## src/hdl/mec_pkg.sv

```systemverilog
package mec_pkg;

  // Register indexes of the configuration port.
  localparam int unsigned CFG_IDX_W    = 8;
  localparam logic [CFG_IDX_W-1:0] REG_MODULUS  = 8'd0;
  localparam logic [CFG_IDX_W-1:0] REG_EXPONENT = 8'd1;

  localparam int unsigned CFG_DATA_W   = 32;
  localparam int unsigned EXP_BITS     = 32;
  localparam int unsigned BYTE_W       = 8;
  localparam int unsigned OUT_W        = 32;
  localparam int unsigned MOD_WIDTH_DEF = 32;

  localparam logic [CFG_DATA_W-1:0] MODULUS_RST  = 32'd2;
  localparam logic [CFG_DATA_W-1:0] EXPONENT_RST = 32'd1;

endpackage

```

## src/hdl/mec_out_buf.sv

```systemverilog
// Two-entry output buffer that decouples the cell chain from the consumer.
module mec_out_buf #(
  parameter int unsigned DATA_W = mec_pkg::OUT_W
) (
  input  logic              clk,
  input  logic              rst_n,
  input  logic              push_valid,
  output logic              push_ready,
  input  logic [DATA_W-1:0] push_data,
  output logic              pop_valid,
  input  logic              pop_ready,
  output logic [DATA_W-1:0] pop_data
);

  logic [1:0]        count_r;
  logic [DATA_W-1:0] head_r, tail_r;
  logic              push, pop;

  assign push_ready = (count_r != 2'd2);
  assign pop_valid  = (count_r != 2'd0);
  assign push       = push_valid && push_ready;
  assign pop        = pop_valid && pop_ready;
  assign pop_data   = head_r;

  always_ff @(posedge clk) begin
    if (!rst_n) begin
      count_r <= 2'd0;
    end else if (push && !pop) begin
      count_r <= count_r + 2'd1;
    end else if (pop && !push) begin
      count_r <= count_r - 2'd1;
    end
  end

  always_ff @(posedge clk) begin
    case ({push, pop})
      2'b10: begin
        if (count_r == 2'd0) begin
          head_r <= push_data;
        end else begin
          tail_r <= push_data;
        end
      end
      2'b01: begin
        head_r <= tail_r;
      end
      2'b11: begin
        if (count_r == 2'd1) begin
          head_r <= push_data;
        end else begin
          head_r <= tail_r;
          tail_r <= push_data;
        end
      end
      default: begin
      end
    endcase
  end

`ifndef SYNTH
  a_count_range: assert property (@(posedge clk) disable iff (!rst_n)
    count_r != 2'd3) else $error("output buffer count out of range");
  a_pop_moves_tail: assert property (@(posedge clk) disable iff (!rst_n)
    (pop && !push && count_r == 2'd2) |=> (head_r == $past(tail_r)))
    else $error("output buffer lost its second entry");
  a_full_stays: assert property (@(posedge clk) disable iff (!rst_n)
    (count_r == 2'd2 && !pop_ready) |=> (count_r == 2'd2))
    else $error("output buffer drained without a pop");
`endif

endmodule
```

## config.mk

```make
export PLATFORM = sky130hd
export DESIGN_NAME = mec_out_buf
export DESIGN_NICKNAME = d
export VERILOG_FILES = /design/src/hdl/mec_pkg.sv /design/src/hdl/mec_out_buf.sv
export SDC_FILE = /design/constraint.sdc
export NUM_CORES = 1
export LEC_CHECK = 0
export BUFFER_PORTS_ARGS = -buffer_cell sky130_fd_sc_hd__buf_2
export CAP_MARGIN = 20
export CORE_MARGIN = 3
export CORE_UTILIZATION = 55
export DETAILED_ROUTE_END_ITERATION = 6
export PLACE_DENSITY = 0.83
export SYNTH_ARGS = -nofsm -noshare
export SYNTH_HDL_FRONTEND = slang
export SYNTH_SLANG_ARGS = --single-unit
```

## constraint.sdc

```tcl
create_clock -name clk -period 9.2 [get_ports clk]
set_clock_uncertainty 0.1 [all_clocks]
set_input_delay 1.38 -clock clk [delete_from_list [all_inputs] [get_ports clk]]
set_output_delay 1.38 -clock clk [all_outputs]
set_load 0.02 [all_outputs]
```

==> metrics.md <==
| Metric | Value |
|---|---|
| Reg clk slew, reported paths | `approximately 0.07 ns` |
| Worst-margin pin slew | `1.03 ns` |
| DRC viols | `0` |
| Critical-path maximum fanout | `17` |
| Gr usage total | `about 17%` |
| Met1 Usage GRT | `between 20 and 25%` |
| Cells after Synth | `approximately 120` |
| Via density per instance | `around 5.2` |
| Via count | `1334` |
| First-pass GRT wire length | `approximately 6600 um` |
| Crit end category | `flop` |
| DP HPWL | `between 2000 and 3000 um` |
| Warning count from the yosys run | `0` |
| # rows | `24` |
| CTS Hold Buffers Added | `0` |
| Ant. Diodes | `0` |
| CTS tree | `yes` |
| Period Utilization, post-route | `a little under a third` |
| Wire length per cell | `between 15 and 20 um` |
| Total power | `between 1 and 1.5 mW` |
| Worst skew pair latency | `about 0.32 ns` |
| Die Width | `around 74 um` |
| Largest net degree at the start of global routing | `33` |
| Clock root cell | `clkbuf_8` |
| Placer Congestion | `slightly below 0.7` |
| Seq cells post-synth | `66` |
| Critical path required time | `between 9 and 10 ns` |
| Final setup fails | `0` |
| Starting DRC count in detailed routing | `between 40 and 50` |
| Layout cells sized above 1 | `55.8%` |
| Final #Nets | `between 200 and 250` |
| GR peak layer | `met2` |
| Worst EP arrival | `2.81 ns` |
| Hold crit path type | `flop to flop` |
| Die ar. | `around 0.0055 mm^2` |
| Starting Density | `57.5%` |
| Most frequent cells in the layout | `buf_2, edfxtp_1, mux2_2` |
| Placed Area | `roughly 0.003 mm^2` |
| Mapped Nets | `162` |
| Final Hold Vio Count | `0` |
| Layout area overhead | `24.2%` |
| Setup bufs post-CTS | `0` |
| Max-cap violation count | `0` |
| I/O Buffers | `just under 70` |
| Synthesized area | `around 0.0025 mm^2` |
| RSZ-0062 raised after global routing | `false` |
| DIE HEIGHT | `74.0 um` |
| Core ar. | `0.00441 mm^2` |
| PD cells | `331 mW/mm^2` |
| Peak VDD IR | `between 0.2 and 0.25 mV` |
| Max Buffers Root-to-Sink | `2` |
| Post-layout instance area | `around 0.0032 mm^2` |
| FMAX | `345 MHz` |
| Final WL | `roughly 4300 um` |
| Relative slew slack | `30.9%` |
| Synth unique cells | `20` |
| Met2 Use GR | `a little over a quarter` |
| Initial antenna violation count | `0` |
| Setup TNS | `0 ns` |
| I/O pin count | `70` |
| Met3 usage | `under 10%` |
| Leak pwr | `between 1 and 1.5 nW` |
| Post-layout minimum cycle time | `between 2 and 3 ns` |
| H-tree Lvls | `3` |
| Filler cell count | `between 200 and 300` |
| Vias in the first global route | `between 1000 and 1500` |
| Post-route ant nets | `0` |
| Overflow after GRT | `0` |
| Sequential element share of the synthesized area | `77.2%` |
| Post_cts resized | `0` |
| Clock sinks | `66` |
| Crit path launch type | `input port` |
| Status | `finished clean` |
| Slew Viols, Final | `0` |
| Total CTS buffers | `9` |
| Synth Area per Inst | `~21 um^2` |
| Most common cell after layout, fill and taps aside | `buf_2` |
| Router iterations before antenna repair | `4` |
| Worst setup path class | `input port to flop` |
-- cell usage after synthesis, drive strengths merged --
cell	n	area, um^2
o21ai	2	10.0
nand2	2	7.51
nor2b	1	13.8
nand2b	2	20.0
dfxtp	2	40.0
and2b	1	10.0
xnor2	1	8.76
mux2i	1	10.0
mux2	32	360
maj3	1	11.3
o221a	1	11.3
a211oi	1	7.51
a21oi	2	21.3
ha	3	37.5
buf	3	33.8
edfxtp	64	1920
inv	4	15.0
-- cells by family after synthesis --
kind of cell	synth area share [%]
adders and majority gates	1.92
buffers and inverters	1.92
xor gates and xnor gates	0.345
and+or+nand+nor	2.02
muxes	14.6
AOI/OAI and AO/OA	1.97
DFF	77.2
-- critical path, stage by stage --
cell and delay (ns):
buf_2 0.10, nand2b_1 0.20, a211oi_4 0.74, buf_4 0.38
-- routing by layer --
layer | routed length, um | share of wire, %
met5 | 0 | 0
met4 | 58 | 1.3
met3 | 202 | 4.7
met2 | 2310 | 53
met1 | 1760 | 41
-- final timing paths --
kind                                              start                endpoint  slack [ns]  depth (start not counted)
worst max-delay path                         push_valid     tail_r[1]$_DFFE_PP_        6.30                          4
worst max register to register  count_r[0]$_SDFFE_PN0P_     tail_r[1]$_DFFE_PP_        6.60                          5
worst min-delay path               tail_r[29]$_DFFE_PP_  pop_data[29]$_DFFE_PP_        0.44                          1
worst min register to register     tail_r[29]$_DFFE_PP_  pop_data[29]$_DFFE_PP_        0.44                          1
-- metrics by stage --
step                hold slack [ns]  instances  utilization [%]  setup slack [ns]
floorplan                     0.408        123                -              4.67
global placement              0.416        242             66.8              6.01
detailed placement            0.417        242             66.8              5.94
CTS                           0.439        258             71.5              6.28
global route                  0.450        258             71.5              6.14
finish                        0.440        258             71.5              6.30
-- sequential cells by signal, summed over array words and instances (netlist names) --
| signal | cells |
|---|---|
| pop_data | 32 |
| count_r | 2 |
| tail_r | 32 |
-- final cells by class --
| cell class | instances | area [um^2] | area share [%] |
|---|---|---|---|
| clock buffer | 9 | 124 | 3.93 |
| clock inverter | 7 | 83.8 | 2.66 |
| inverter | 4 | 15.0 | 0.476 |
| multi-input combinational | 50 | 553 | 17.5 |
| sequential | 66 | 1960 | 62.2 |
| tap | 52 | 65.1 | 2.06 |
| timing repair buffer | 70 | 353 | 11.2 |
-- power breakdown --
part           total [mW]  switching [mW]  internal (mW)
combinational       0.313           0.203          0.111
clock               0.250           0.101          0.149
sequential          0.483          0.0253          0.457
total                1.05           0.329          0.717
(Power assumes the default switching activity.)
