**src/hdl/mec_pkg.sv**
```systemverilog
package mec_pkg;

  // Register indexes of the configuration port.
  localparam int unsigned CFG_IDX_W    = 8;
  localparam logic [CFG_IDX_W-1:0] REG_MODULUS  = 8'd0;
  localparam logic [CFG_IDX_W-1:0] REG_EXPONENT = 8'd1;

  localparam int unsigned CFG_DATA_W   = 32;
  localparam int unsigned EXP_BITS     = 32;
  localparam int unsigned BYTE_W       = 8;
  localparam int unsigned OUT_W        = 32;
  localparam int unsigned MOD_WIDTH_DEF = 32;

  localparam logic [CFG_DATA_W-1:0] MODULUS_RST  = 32'd2;
  localparam logic [CFG_DATA_W-1:0] EXPONENT_RST = 32'd1;

endpackage

```
**src/hdl/mec_red_cell.sv**
```systemverilog
// One step of restoring reduction of the plaintext byte: r = (2r + bit) mod m.
module mec_red_cell #(
  parameter int unsigned MOD_WIDTH = mec_pkg::MOD_WIDTH_DEF,
  parameter int unsigned BIT_POS   = 7
) (
  input  logic                        clk,
  input  logic                        rst_n,
  input  logic                        en,
  input  logic [MOD_WIDTH-1:0]        m,
  input  logic                        in_valid,
  input  logic [mec_pkg::BYTE_W-1:0]  in_byte,
  input  logic [MOD_WIDTH-1:0]        in_r,
  output logic                        out_valid,
  output logic [mec_pkg::BYTE_W-1:0]  out_byte,
  output logic [MOD_WIDTH-1:0]        out_r
);

  logic                       valid_r;
  logic [mec_pkg::BYTE_W-1:0] byte_r;
  logic [MOD_WIDTH-1:0]       r_r;
  logic [MOD_WIDTH:0]         r_ext;
  logic [MOD_WIDTH:0]         r_sub;
  logic [MOD_WIDTH-1:0]       r_nxt;

  always_comb begin
    r_ext = {in_r, in_byte[BIT_POS]};
    r_sub = r_ext - {1'b0, m};
    r_nxt = (r_ext >= {1'b0, m}) ? r_sub[MOD_WIDTH-1:0] : r_ext[MOD_WIDTH-1:0];
  end

  always_ff @(posedge clk) begin
    if (!rst_n) begin
      valid_r <= 1'b0;
    end else if (en) begin
      valid_r <= in_valid;
    end
  end

  always_ff @(posedge clk) begin
    if (en) begin
      byte_r <= in_byte;
      r_r    <= r_nxt;
    end
  end

  assign out_valid = valid_r;
  assign out_byte  = byte_r;
  assign out_r     = r_r;

endmodule

```
**config.mk**
```make
export PLATFORM = sky130hd
export DESIGN_NAME = mec_red_cell
export DESIGN_NICKNAME = d
export VERILOG_FILES = /design/src/hdl/mec_pkg.sv /design/src/hdl/mec_red_cell.sv
export SDC_FILE = /design/constraint.sdc
export NUM_CORES = 1
export LEC_CHECK = 0
export CORE_MARGIN = 4
export CORE_UTILIZATION = 55
export DETAILED_ROUTE_END_ITERATION = 8
export DONT_BUFFER_PORTS = 1
export GPL_TIMING_DRIVEN = 0
export HOLD_SLACK_MARGIN = 0.06
export PLACE_DENSITY = 0.7
export RECOVER_POWER = 50
export SYNTH_ARGS = -nofsm -noshare
export SYNTH_HDL_FRONTEND = slang
export SYNTH_SLANG_ARGS = --single-unit
```
**constraint.sdc**
```tcl
create_clock -name clk -period 2.6 [get_ports clk]
set_input_delay 0.26 -clock clk [delete_from_list [all_inputs] [get_ports clk]]
set_output_delay 0.26 -clock clk [all_outputs]
set_load 0.01 [all_outputs]
```
==> key figures <==
Outcome
  – Status: finished with violations
  – Failing checks: setup timing

Timing
  – Final hold vios: 0
  – Post-layout min period: 2.66 ns
  – Max-slew violation count: 0
  – Final worst slack: -0.0557 ns
  – Worst hold margin: between 0.09 and 0.1 ns
  – Slew @ Worst Pin: 0.467 ns
  – RSZ-0062 raised after global routing: true
  – Max Freq: about 380 MHz
  – Clock skew: 0 ns
  – Tcrit/Tclk final: 102%
  – Final setup violation count: 1
  – Rel. slew slack: 68.9%

Worst hold path
  – Hold Path Class: in -> reg
  – Min-Delay Endpoint: out_r[26]
  – Hold depth: 0
  – Worst hold start: en

Clock tree
  – Clock Latency Late Sink: a little under 0.3 ns
  – CTS max path bufs: 2
  – Clk Tree Root Cell: clkbuf_8
  – CTS Buf Count: 5
  – CTS tree: yes
  – H-tree levels: 2
  – Worst-path clk slew: around 0.080 ns
  – Clk sinks: between 40 and 50

Synthesis
  – Yosys top cell area share: 34.9%
  – Syn Nets: around 500
  – Dominant cell type by area after synthesis: edfxtp_1
  – Prevailing post-synth register cell: edfxtp_1
  – Cells after Synth: 388
  – Warnings from Yosys: 0
  – FFs w/ async S/R, synth: 0%
  – Number of enable flip-flop cells after synthesis: 40
  – Post-synthesis cell area: about 3400 um^2
  – Distinct cell type count after synthesis: 49
  – Syn Area/Cell: between 8 and 9 um^2
  – FF+latch count, synth: slightly above 40
  – Sequential cell area fraction in the yosys report: between 30 and 40%
  – Top cells by area, synth: edfxtp_1 (35%), ha_1 (12%), inv_1 (5.0%), nand2_1 (5.0%), a21oi_1 (4.4%)

Floorplanning
  – Core area: 5990 um^2
  – # IOs: 117
  – Std-Cell Rows: 28
  – Die ar.: 7580 um^2
  – Die Span Y: ~87 um
  – DIE WIDTH: between 80 and 90 um
  – Initial Utilization: between 50% and 60%

Setup path
  – Critical path's top delay family: compound AO/OA/AOI/OAI gates
  – Data required, critical path: 2.64 ns
  – Reg2reg setup slack: ~2.0 ns
  – Crit path arrival time: 2.70 ns
  – Crit start category: input pin
  – RR Startpoint: out_valid
  – Largest stage delay, worst path: 0.36 ns
  – Crit Path Max Fanout: 3
  – Worst-case reg-to-reg path depth: 2
  – Critical Path Slowest Stage Cell: fa_2
  – CP Cell Sequence: clkinv_16 -> ha_4 -> inv_2 -> fa_2 -> a21o_1 -> a221oi_4 -> o2111ai_2 -> a31o_1 -> a221oi_4 -> o221ai_2 -> xor2_1 -> mux2_4
  – Worst R2R End: out_valid
  – Buf/Inv on CP: 2
  – Worst Setup End Kind: flip-flop
  – Cell mode on critical path: a221oi_4
  – CP Class: in -> reg

Global route
  – Initial antenna violation count: 0
  – Vias in the first global route: 2,829
  – Total track usage: between 20 and 25%
  – Largest net degree at the start of global routing: 42
  – First-pass GRT wire length: ~13 mm
  – Remaining global-route overflow: 0

Power and ir drop
  – Worst vdd ir: between 300 and 400 uV
  – PD cells: ~540 nW/um^2
  – Lkg Pwr: 1.59 nW

Placed design
  – Final RePlAce weighted congestion: around 0.90
  – Cell area after placement: between 3000 and 4000 um^2
  – Post-placement setup slack: -0.438 ns
  – Hpwl dp: roughly 6.4 mm
  – I/O Buffers: 0

Cells and area
  – # diodes: 0
  – Synth-to-Final Area Change: 12.7%
  – Fin nets: roughly 500
  – Layout cells sized above 1: about a tenth
  – Most common cell after layout, fill and taps aside: nand2_1
  – Most frequent cells in the layout: nand2_1 (46), inv_1 (44), edfxtp_1 (40), ha_1 (31), o21ai_0 (30)
  – FILL cells: between 500 and 600
  – Design Area, Final: a little under 4000 um^2

Drt
  – DR DRC count: 0
  – Routed WL: about 8.6 mm
  – DR vias: between 2,000 and 3,000
  – DR WL met2: a little under 4 mm
  – Antenna Nets Post-Route: 0
  – 1st-iter DRT viols: ~140
  – Routed length on met1: slightly above 4 mm
  – Vias per std cell: 6.01
  – Max layer used: met4
  – Pre-Repair DR Iteration Count: 4
  – Met3 WL: between 500 and 600 um
  – WL/cell: approximately 18 um

Run
  – Max-cap violation count: 0
## registers in the layout (all words and copies together) (netlist names)
| register | flops |
|---|---|
| out_r | 32 |
| out_byte | 8 |
| out_valid | 1 |
## metal layers
layer	up-vias	GRT usage [%]
met2	96	37.1
met1	1368	28.7
li1	1429	-
met5	-	0
met4	0	5.38
met3	6	5.49
## per-stage QoR
stage / total power, W / TNS [ns] / instances / utilization (%)
3_5_place_dp: 0.00152 / -9.44 / 463 / 59.1
3_3_place_gp: 0.00151 / -9.22 / 463 / 59.1
6_report: 0.00211 / -0.0557 / 482 / 64.7
2_1_floorplan: 0.00140 / -0.194 / 388 / -
4_1_cts: 0.00209 / 0 / 480 / 62.7
5_1_grt: 0.00224 / -0.302 / 482 / 64.7
## worst max-delay path by stage
stage | from | to | slack (ns) | depth (start not counted)
CTS | m[4] | out_r[13] | 0.003 | 10
global route | in_byte[7] | out_r[28] | -0.17 | 12
finish | in_byte[7] | out_r[28] | -0.06 | 12
global placement | in_byte[7] | out_r[28] | -0.40 | 12
floorplan | in_byte[7] | out_r[28] | -0.19 | 12
detailed placement | in_byte[7] | out_r[28] | -0.44 | 12
## cell usage after synthesis, types with 4 or more instances
library cell	n
inv_1	46
nand2_1	46
edfxtp_1	40
ha_1	32
a21oi_1	30
o21ai_0	30
nor2_1	17
xnor2_1	13
xor2_1	13
clkbuf_1	12
nand4_1	8
o21a_1	8
o21ai_1	8
a21o_1	7
nand2b_1	5
nand3_1	5
nor3_1	5
o211ai_1	5
o21bai_1	5
a211oi_1	4
a31oi_1	4
mux2_2	4
o31ai_1	4
## what timing repair did
action | 4_1_cts | 5_1_grt
pin swaps | 2 | 9
gates cloned | 0 | 0
setup endpoints to repair | 12 | 32
buffers inserted | 1 | 4
hold endpoints to repair | 8 | 9
gates resized for setup | 4 | 21
hold buffers | 8 | 1
## area by class of cell
class | instances | area, um^2 | share of cell area [%]
Tap cell | 75 | 93.8 | 2.42
Multi-Input combinational cell | 286 | 2050 | 53.0
Clock buffer | 6 | 82.6 | 2.13
Buffer | 12 | 60.1 | 1.55
Inverter | 46 | 199 | 5.13
Timing Repair Buffer | 14 | 128 | 3.29
Clock inverter | 2 | 37.5 | 0.969
Sequential cell | 41 | 1220 | 31.5
## report_power, final
part           switching [W]  total (W)  internal [W]  leakage, nW
combinational       0.000359   0.000630      0.000271         1.14
clock               0.000234   0.000547      0.000312       0.0574
sequential         0.0000822   0.000935      0.000853        0.399
total               0.000676    0.00211       0.00144         1.59
## logic make-up after synthesis
| group | after synthesis | synth area share, % |
|---|---|---|
| DFF | 41 | 35.5 |
| AOI/OAI and AO/OA | 123 | 23.6 |
| adders and majority gates | 33 | 12.2 |
| and+or+nand+nor | 98 | 13.1 |
| xor gates and xnor gates | 26 | 6.63 |
| muxes | 6 | 1.93 |
| buffers and inverters | 61 | 6.92 |
Note: power is estimated with default switching activity, not from simulation.
