--- src/hdl/mec_pkg.sv ---
package mec_pkg;

  // Register indexes of the configuration port.
  localparam int unsigned CFG_IDX_W    = 8;
  localparam logic [CFG_IDX_W-1:0] REG_MODULUS  = 8'd0;
  localparam logic [CFG_IDX_W-1:0] REG_EXPONENT = 8'd1;

  localparam int unsigned CFG_DATA_W   = 32;
  localparam int unsigned EXP_BITS     = 32;
  localparam int unsigned BYTE_W       = 8;
  localparam int unsigned OUT_W        = 32;
  localparam int unsigned MOD_WIDTH_DEF = 32;

  localparam logic [CFG_DATA_W-1:0] MODULUS_RST  = 32'd2;
  localparam logic [CFG_DATA_W-1:0] EXPONENT_RST = 32'd1;

endpackage

--- src/hdl/mec_mul_cell.sv ---
// One add-and-double step of a modular multiplication. A first cell takes
// the running power twice to square, else it and the base (1 for a clear
// exponent bit); the last hands the product back as the new running power.
module mec_mul_cell #(
  parameter int unsigned MOD_WIDTH = mec_pkg::MOD_WIDTH_DEF,
  parameter bit          FIRST     = 1'b0,
  parameter bit          LAST      = 1'b0,
  parameter bit          IS_SQUARE = 1'b1
) (
  input  logic                 clk,
  input  logic                 rst_n,
  input  logic                 en,
  input  logic [MOD_WIDTH-1:0] m,
  input  logic                 exp_bit,
  input  logic                 in_valid,
  input  logic [MOD_WIDTH-1:0] in_base,
  input  logic [MOD_WIDTH-1:0] in_acc,
  input  logic [MOD_WIDTH-1:0] in_macc,
  input  logic [MOD_WIDTH-1:0] in_ma,
  input  logic [MOD_WIDTH-1:0] in_mb,
  output logic                 out_valid,
  output logic [MOD_WIDTH-1:0] out_base,
  output logic [MOD_WIDTH-1:0] out_acc,
  output logic [MOD_WIDTH-1:0] out_macc,
  output logic [MOD_WIDTH-1:0] out_ma,
  output logic [MOD_WIDTH-1:0] out_mb
);

  logic                 valid_r;
  logic [MOD_WIDTH-1:0] base_r, acc_r, macc_r, ma_r, mb_r;
  logic [MOD_WIDTH-1:0] a_op, b_op, c_op;
  logic [MOD_WIDTH-1:0] c_nxt, a_nxt, b_nxt, acc_nxt;

  // (x + y) mod m for x, y below m, with no carry out of the word.
  function automatic logic [MOD_WIDTH-1:0] add_mod(input logic [MOD_WIDTH-1:0] x,
                                                   input logic [MOD_WIDTH-1:0] y,
                                                   input logic [MOD_WIDTH-1:0] md);
    logic [MOD_WIDTH-1:0] room;
    room = md - y;
    if (x >= room) begin
      return x - room;
    end
    return x + y;
  endfunction

  always_comb begin
    if (FIRST) begin
      a_op = in_acc;
      c_op = '0;
      if (IS_SQUARE) begin
        b_op = in_acc;
      end else begin
        b_op = exp_bit ? in_base : MOD_WIDTH'(1);
      end
    end else begin
      a_op = in_ma;
      b_op = in_mb;
      c_op = in_macc;
    end
    c_nxt   = b_op[0] ? add_mod(c_op, a_op, m) : c_op;
    a_nxt   = add_mod(a_op, a_op, m);
    b_nxt   = b_op >> 1;
    acc_nxt = LAST ? c_nxt : in_acc;
  end

  always_ff @(posedge clk) begin
    if (!rst_n) begin
      valid_r <= 1'b0;
    end else if (en) begin
      valid_r <= in_valid;
    end
  end

  always_ff @(posedge clk) begin
    if (en) begin
      base_r <= in_base;
      acc_r  <= acc_nxt;
      macc_r <= c_nxt;
      ma_r   <= a_nxt;
      mb_r   <= b_nxt;
    end
  end

  assign out_valid = valid_r;
  assign out_base  = base_r;
  assign out_acc   = acc_r;
  assign out_macc  = macc_r;
  assign out_ma    = ma_r;
  assign out_mb    = mb_r;

endmodule

--- config.mk ---
export PLATFORM = sky130hd
export DESIGN_NAME = mec_mul_cell
export DESIGN_NICKNAME = d
export VERILOG_FILES = /design/src/hdl/mec_pkg.sv /design/src/hdl/mec_mul_cell.sv
export SDC_FILE = /design/constraint.sdc
export NUM_CORES = 1
export LEC_CHECK = 0
export BUFFER_PORTS_ARGS = -buffer_cell sky130_fd_sc_hd__buf_2
export CORE_AREA = 2 2 162 203
export CTS_BUF_LIST = sky130_fd_sc_hd__clkbuf_8
export CTS_CLUSTER_DIAMETER = 30
export CTS_CLUSTER_SIZE = 12
export DETAILED_ROUTE_END_ITERATION = 16
export DIE_AREA = 0 0 164 205
export PLACE_DENSITY = 0.62
export SLEW_MARGIN = 15
export SYNTH_ARGS = -nofsm -noshare
export SYNTH_HDL_FRONTEND = slang
export SYNTH_SLANG_ARGS = --single-unit
--- constraint.sdc ---
create_clock -name clk -period 6.8 [get_ports clk]
set_input_delay 0.34 -clock clk [delete_from_list [all_inputs] [get_ports clk]]
set_output_delay 0.34 -clock clk [all_outputs]
set_load 0.05 [all_outputs]
==> qor.txt, run 1 <==
WP buf/inv: 3
Slew @ Worst Pin: 0.9361 ns
Core area: 31690 um^2
Routed len/inst: 18.16 um
Ys async rst share: 0%
Hold endpoint: out_acc[18]$_DFFE_PP_
Die Height: 205 um
P_leak: 7.165 nW
Post-route ant nets: 0
Final setup margin: 1.038 ns
Die area: 33620 um^2
I/O pin count: 358
Worst setup SP type: primary input
Ys flop type: edfxtp_1
Data arrival, critical path: 5.99 ns
Met2 Use GR: 42.74%
Initial antenna violation count: 14
Port-buffer cells: 355
Critical-path top delay cell: ha_1
Total power: 4.277 mW
CP delay by family, top: compound AO/OA/AOI/OAI gates
Number of remaining DRC errors: 0
Initial Util: 39.53%
Total number of vias: 11640
Share of power burned in registers: 30.1%
Hpwl dp: 31300 um
Clock power share: 17.6%
Initial detailed-routing violation count: 730
Register area: 4795 um^2
Worst IR Drop VDD: 0.1915 mV
Final hold vios: 0
CP max FO: 62
Syn Nets: 1628
Reg2Reg Setup Slack: 6.19 ns
Total gr overflow: 0
Final GP Congestion: 0.9125
Nets: 2065
Largest net degree at the start of global routing: 100
Worst hold path depth: 1
Routed WL: 39530 um
All-Layer GR Usage: 23.08%
Post-route design area: 16130 um^2
Pint: 2.322 mW
Clk root buf: clkbuf_8
Sink Count: 160
Layout area overhead: 28.72%
Mapped Area: 12530 um^2
Footprint of the multi-input gates: 7291 um^2
M1 GR Usage: 24.94%
Filler cell count: 2968
Vias in the first global route: 11390
P_sw: 1.956 mW
DP Area: 14750 um^2
CTS tree: done
Slew Viols, Final: 0
1st-pass router iterations: 5
Logic pwr share: 52.4%
Worst-path clk slew: 0.10 ns
Mapped Cells: 1310
Hold crit path type: in2reg
Max-cap viol count: 0
Fin Setup TNS: 0 ns
Final Critical Period: 5.762 ns
Rel. slew slack: 37.60%
Switching Fraction: 45.72%
CP Class: in2reg
Vias per cell: 5.345
CP peak stage delay: 0.38 ns
Latest clock arrival within the worst-skew pair: 0.49 ns
Cell Rows: 73
Tcrit/Tclk final: 84.73%
Worst reg2reg path depth: 2
Sequential area share after synthesis: 38.27%
Worst flop-to-flop path startpoint: out_valid$_SDFFE_PN0P_
Met3 GRT Util: 5.689%
Die width: 164 um
Unrepaired setup endpoints after global routing: false
Layout cells sized above 1: 24.03%
Synth Register Bits: 160
Max Clk Rate: 173.6 MHz
Worst clock skew: 0 ns
Place WS: 0.5828 ns
CP Data Required Time: 7.02 ns
Setup bufs post-CTS: 0
EDFF count, synth: 159
Yosys warning count: 0
First-pass GRT wire length: 59280 um
Clock Path Buffers: 2
Post-Route Utilization: 50.88%
TritonCTS Buffers: 17
Global-route layer with the greatest usage: met2
Setup-failing EPs final: 0
Post-Syn Area per Cell: 9.564 um^2
Reg2reg end: out_valid$_SDFFE_PN0P_
Status: finished clean
Htree depth: 4
Synth unique cells: 86
Hold_sp: in_acc[18]
PD cells: 265.2 nW/um^2
CP Capture Type: register
==> registers in the layout (all words and copies together) (netlist names) <==
register,flops
out_valid,1
out_base,32
out_macc,32
out_acc,32
out_ma,32
out_mb,31
==> cells in the mapped netlist, drive strengths merged (15+ instances only) <==
cell type  count  area (um^2)
a31oi         18        127.6
buf           15        78.82
nor2         101        379.1
nand4         17        106.4
xor2          42        367.9
clkbuf        23        86.33
inv           76        285.3
nand3         25        125.1
edfxtp       159         4775
xnor2         55        489.2
a21oi        140        711.9
nor3          25        125.1
o21a          27        202.7
and3          15        103.9
nand2         88        330.3
a21o          48        360.4
o21ai        100        500.5
nand2b        15        93.84
nor2b         23        143.9
ha           117         1464
==> cell usage in the layout, fill, tap and decap left out, types with 5 or more instances in the layout <==
cell,netlist,final
buf_2,12,354
edfxtp_1,159,159
a21oi_1,139,139
ha_1,117,117
nor2_1,101,101
dlygate4sd3_1,0,93
o21ai_0,89,89
nand2_1,88,88
inv_1,75,75
xnor2_1,54,54
a21o_1,48,48
xor2_1,42,42
o21a_1,27,27
nor3_1,25,25
nand3_1,25,25
nor2b_1,23,23
a31oi_1,17,17
nand4_1,17,17
clkbuf_8,0,17
nand2b_1,15,15
and3_1,13,13
o21ai_1,11,11
o211ai_1,10,10
o21bai_1,10,10
mux2i_1,10,10
o31a_1,8,8
a211oi_1,8,8
o31ai_1,8,8
maj3_1,8,8
a21boi_0,7,7
clkinv_8,0,7
buf_4,2,7
nor4_1,6,6
o2111ai_1,6,6
diode_2,0,5
or3_1,5,5
a211o_1,5,5
mux2_2,5,5
==> logic make-up (layout without fill, tap and decap cells) <==
group	after synthesis	after routing	share of synthesized area [%]
AO/OA/AOI/OAI	441	441	22.89
AND/OR/NAND/NOR	349	349	13.68
flip-flops	160	160	38.27
adder cells (fa/ha/maj)	130	130	13.05
buffers and inverters	115	565	3.625
XOR/XNOR	99	99	7.201
multiplexers	15	15	1.248
other	1	6	0.02993
==> worst max path at each step <==
stage                  start                     end  slack (ns)  depth (start not counted)
floorplan           in_ma[4]  out_macc[30]$_DFFE_PP_        1.61                         24
global placement    in_ma[4]   out_macc[7]$_DFFE_PP_        0.62                         26
detailed placement  in_ma[4]   out_macc[7]$_DFFE_PP_        0.58                         26
CTS                 in_ma[4]   out_macc[7]$_DFFE_PP_        1.09                         26
global route        in_ma[4]  out_macc[30]$_DFFE_PP_        0.58                         26
finish              in_ma[4]   out_macc[7]$_DFFE_PP_        1.04                         26
==> routing by layer <==
metal  up-vias  share of wire, %
li1       5810                 -
met4        18               3.5
met1      5341                39
met3        92               6.1
met5         -              0.32
met2       374                51
==> layout make-up <==
type,count,share of cell area [%]
Multi-Input combinational cell,1035,45.21
Clock buffer,17,1.451
Clock inverter,15,1.265
Sequential cell,160,29.73
Inverter,77,1.792
Tap cell,412,3.197
Timing Repair Buffer,456,17.28
Antenna cell,5,0.07759
==> power by group through the flow <==
stage	clock (mW)	combinational (mW)	sequential (mW)
final	0.751	2.24	1.29
after global placement	0	2.17	1.31
after global routing	0.810	2.43	1.30
after floorplan	0	1.16	1.78
after CTS	0.776	2.24	1.29
after detailed placement	0	2.19	1.31
==> per-stage QoR <==
step / hold WS (ns) / instances
after detailed placement: 0.5138 / 2047
final: 0.04080 / 2177
after floorplan: 0.4389 / 1310
after global routing: 0.006463 / 2174
after CTS: 0.005641 / 2172
after global placement: 0.4973 / 2047
==> what timing repair did <==
action,CTS,global route
hold buffers,93,0
gates resized for setup,0,0
endpoints found under the hold margin,93,0
(Power assumes the default switching activity.)
==> run 2: changes to the inputs <==
--- a/config.mk
+++ b/config.mk
@@ -5,14 +5,15 @@
 export SDC_FILE = /design/constraint.sdc
 export NUM_CORES = 1
 export LEC_CHECK = 0
+export ABC_AREA = 1
 export BUFFER_PORTS_ARGS = -buffer_cell sky130_fd_sc_hd__buf_2
-export CORE_AREA = 2 2 162 203
+export CORE_AREA = 2 2 169 213
 export CTS_BUF_LIST = sky130_fd_sc_hd__clkbuf_8
 export CTS_CLUSTER_DIAMETER = 30
 export CTS_CLUSTER_SIZE = 12
 export DETAILED_ROUTE_END_ITERATION = 16
-export DIE_AREA = 0 0 164 205
-export PLACE_DENSITY = 0.62
+export DIE_AREA = 0 0 171 215
+export PLACE_DENSITY = 0.64
 export SLEW_MARGIN = 15
 export SYNTH_ARGS = -nofsm -noshare
 export SYNTH_HDL_FRONTEND = slang
==> constraint.sdc (replaced) <==
create_clock -name clk -period 5.2 [get_ports clk]
set_input_delay 0.26 -clock clk [delete_from_list [all_inputs] [get_ports clk]]
set_output_delay 0.26 -clock clk [all_outputs]
set_load 0.05 [all_outputs]
==> qor.txt, run 2 <==
Tcrit/Tclk final: 83.77%
Ys flop type: edfxtp_1
Layout cells sized above 1: 21.85% (-2.2 points)
Hold crit path type: in2reg
All-Layer GR Usage: 26.08% (+3.0 points)
CP peak stage delay: 0.39 ns (about the same)
Initial Util: 39.32% (-0.21 points)
Final setup margin: 0.8440 ns (-0.1943 ns)
Unrepaired setup endpoints after global routing: false
Wl on met1: 20270 um (+31%)
Largest net degree at the start of global routing: 63 (-37%)
Latest clock arrival within the worst-skew pair: 0.49 ns (about the same)
Max Clk Rate: 229.6 MHz
Commonest non-fill, non-tap cell in the layout: nand2_1
Yosys warning count: 0 (unchanged)
Die width: 171 um (+4.3%)
I/O pin count: 358 (unchanged)
Commonest cells after routing, fill and taps aside: nand2_1, buf_2, inv_1
Nets: 2567 (+24%)
Hpwl dp: 39490 um (+26%)
Post-route ant nets: 0 (unchanged)
Rel. slew slack: 31.97% (-5.6 points)
Max-cap viol count: 0 (unchanged)
Status: finished clean
Sink Count: 160 (unchanged)
Vias per cell: 5.071 (-5.1%)
Layout area overhead: 27.71%
Clock Path Buffers: 2 (unchanged)
Worst IR Drop VDD: 0.1501 mV (-22%)
Cell repeated most along the worst path: nand2_1
CTS tree: done
Met2 WL: 24360 um (+21%)
Fin Setup TNS: 0 ns (unchanged)
EDFF count, synth: 159 (unchanged)
Critical-path top delay cell: ha_1
Total number of vias: 13880 (+19%)
Hold_buf cts: 96 (+3.2%)
Uppermost layer routed: met4
Syn Nets: 2107 (+29%)
Register area: 4795 um^2 (unchanged)
Setup bufs post-CTS: 0 (unchanged)
Core area: 34880 um^2 (+10%)
Post-Syn Area per Cell: 7.665 um^2 (-20%)
Ys async rst share: 0% (unchanged)
Worst setup SP type: primary input
First-pass GRT wire length: 72980 um (+23%)
CP max FO: 28 (-55%)
Initial detailed-routing violation count: 808 (+11%)
CP Capture Type: register
Most common cell in the netlist: nand2_1
Filler cell count: 3469 (+17%)
1st-pass router iterations: 6 (+1)
Footprint of the multi-input gates: 7821 um^2 (+7.3%)
Setup-failing EPs final: 0 (unchanged)
Total power: 5.998 mW (+40%)
Synth Register Bits: 160 (unchanged)
Post-synthesis cell type with the largest combined area: edfxtp_1
CP Data Required Time: 5.44 ns (-1.58 ns)
Sequential area share after synthesis: 34.96% (-3.3 points)
Slew @ Worst Pin: 1.019 ns (+0.08326 ns)
Slew Viols, Final: 0 (unchanged)
Routed len/inst: 17.92 um (-1.3%)
Mapped Area: 13710 um^2 (+9.5%)
Post-synth top cells: nand2_1, inv_1, edfxtp_1
Die area: 36770 um^2 (+9.4%)
Mapped Cells: 1789 (+37%)
WHS: 0.1019 ns (+0.06115 ns)
Synth unique cells: 50 (-42%)
Initial antenna violation count: 1 (-13)
Final Critical Period: 4.356 ns
Final GP Congestion: 0.9706 (+6.4%)
Data arrival, critical path: 4.60 ns (-1.39 ns)
Number of remaining DRC errors: 0 (unchanged)
PD cells: 342.5 nW/um^2 (+29%)
Synth top area cells: edfxtp_1, nand2_1, ha_1
Vias in the first global route: 13780 (+21%)
Place WS: 0.3265 ns (-0.2563 ns)
Met3 routed wirelength: 2325 um (-4.0%)
Clk root buf: clkbuf_8
Area share of the largest cell type after synthesis: 34.82% (-3.3 points)
Final hold vios: 0 (unchanged)
Total gr overflow: 0 (unchanged)
CP Cell Sequence: buf_2 -> inv_1 -> ha_1 -> nand2_1 -> nand2_1 -> inv_1 -> nand2_1 -> a21oi_1 -> nand3_2 -> nand3_1 -> nand2_1 -> and3_1 -> a211oi_1 -> o21ai_0 -> xor2_1 -> ha_1 -> nand2_1 -> nor3_1 -> inv_1 -> nor2_2 -> nand3_2 -> nand4_4 -> buf_12 -> o21ai_2
Port-buffer cells: 355 (unchanged)
Worst-path clk slew: 0.10 ns (about the same)
Post-CTS sizing: 0 (unchanged)
Cell Rows: 77 (+5.5%)
TritonCTS Buffers: 17 (unchanged)
Worst clock skew: 0 ns (unchanged)
Die Height: 215 um (+4.9%)
P_leak: 8.795 nW (+23%)
CP Class: in2reg
Htree depth: 4 (unchanged)
Routed WL: 49060 um (+24%)
## run 2: changes by cell type after synthesis, sizes merged, moves of 23 or more
cell	before	now
nand2	88	528
nor2b	23	0
o21a	27	2
a21o	48	10
inv	76	254
nand3	25	172
## run 2: critical path, delay by kind of cell
| family | cells | cell delay [ns] |
|---|---|---|
| compound gates | 4 | 0.93 |
| simple gates | 12 | 1.76 |
| fa+ha+maj | 2 | 0.77 |
| xor+xnor | 1 | 0.21 |
| buf+inv | 5 | 0.62 |
## run 2: worst paths after layout
kind / from / endpoint / slack (ns) / cells past startpoint
setup reg to reg: out_valid$_SDFFE_PN0P_ / out_valid$_SDFFE_PN0P_ / 4.56 / 2
hold / removal: in_macc[2] / out_macc[2]$_DFFE_PP_ / 0.10 / 3
hold reg to reg: out_valid$_SDFFE_PN0P_ / out_valid$_SDFFE_PN0P_ / 0.55 / 2
setup / recovery: in_ma[18] / out_ma[19]$_DFFE_PP_ / 0.84 / 24
## run 2: report_power, final
part           total [mW]  switching, mW  leakage [nW]  internal, mW
sequential           1.70         0.0485          1.56          1.65
combinational        3.20           2.20          7.00         0.998
clock                1.10          0.560         0.229         0.541
## run 2: per-layer routing
metal / vias up / global-route usage [%]
li1: 6905 / -
met1: 6411 / 30.60
met2: 474 / 47.07
met3: 89 / 2.947
met4: 0 / 11.89
met5: - / 0
## run 2: cell families after synthesis
family / count (synthesis) / synth area share, %
AND/OR/NAND/NOR: 882 / 29.09
XOR/XNOR: 94 / 6.004
flip-flops: 160 / 34.96
adder cells (fa/ha/maj): 121 / 11.26
other: 1 / 0.02735
AO/OA/AOI/OAI: 254 / 10.62
buffers and inverters: 277 / 8.038
## run 2: cell type report
cell class,instances,share of cell area [%]
antenna,2,0.02858
clock buffer,17,1.336
clock inverter,14,1.257
inverter,254,5.444
multi-input combinational,1352,44.66
sequential,160,27.38
tap,474,3.386
timing repair buffer,464,16.51
## run 2: stage by stage
step	instances	area, um^2	util (%)
3_3_place_gp	2608	16090	46.14
5_1_grt	2736	17510	50.21
2_1_floorplan	1789	13710	-
3_5_place_dp	2608	16090	46.14
4_1_cts	2735	17510	50.20
6_report	2737	17510	50.22
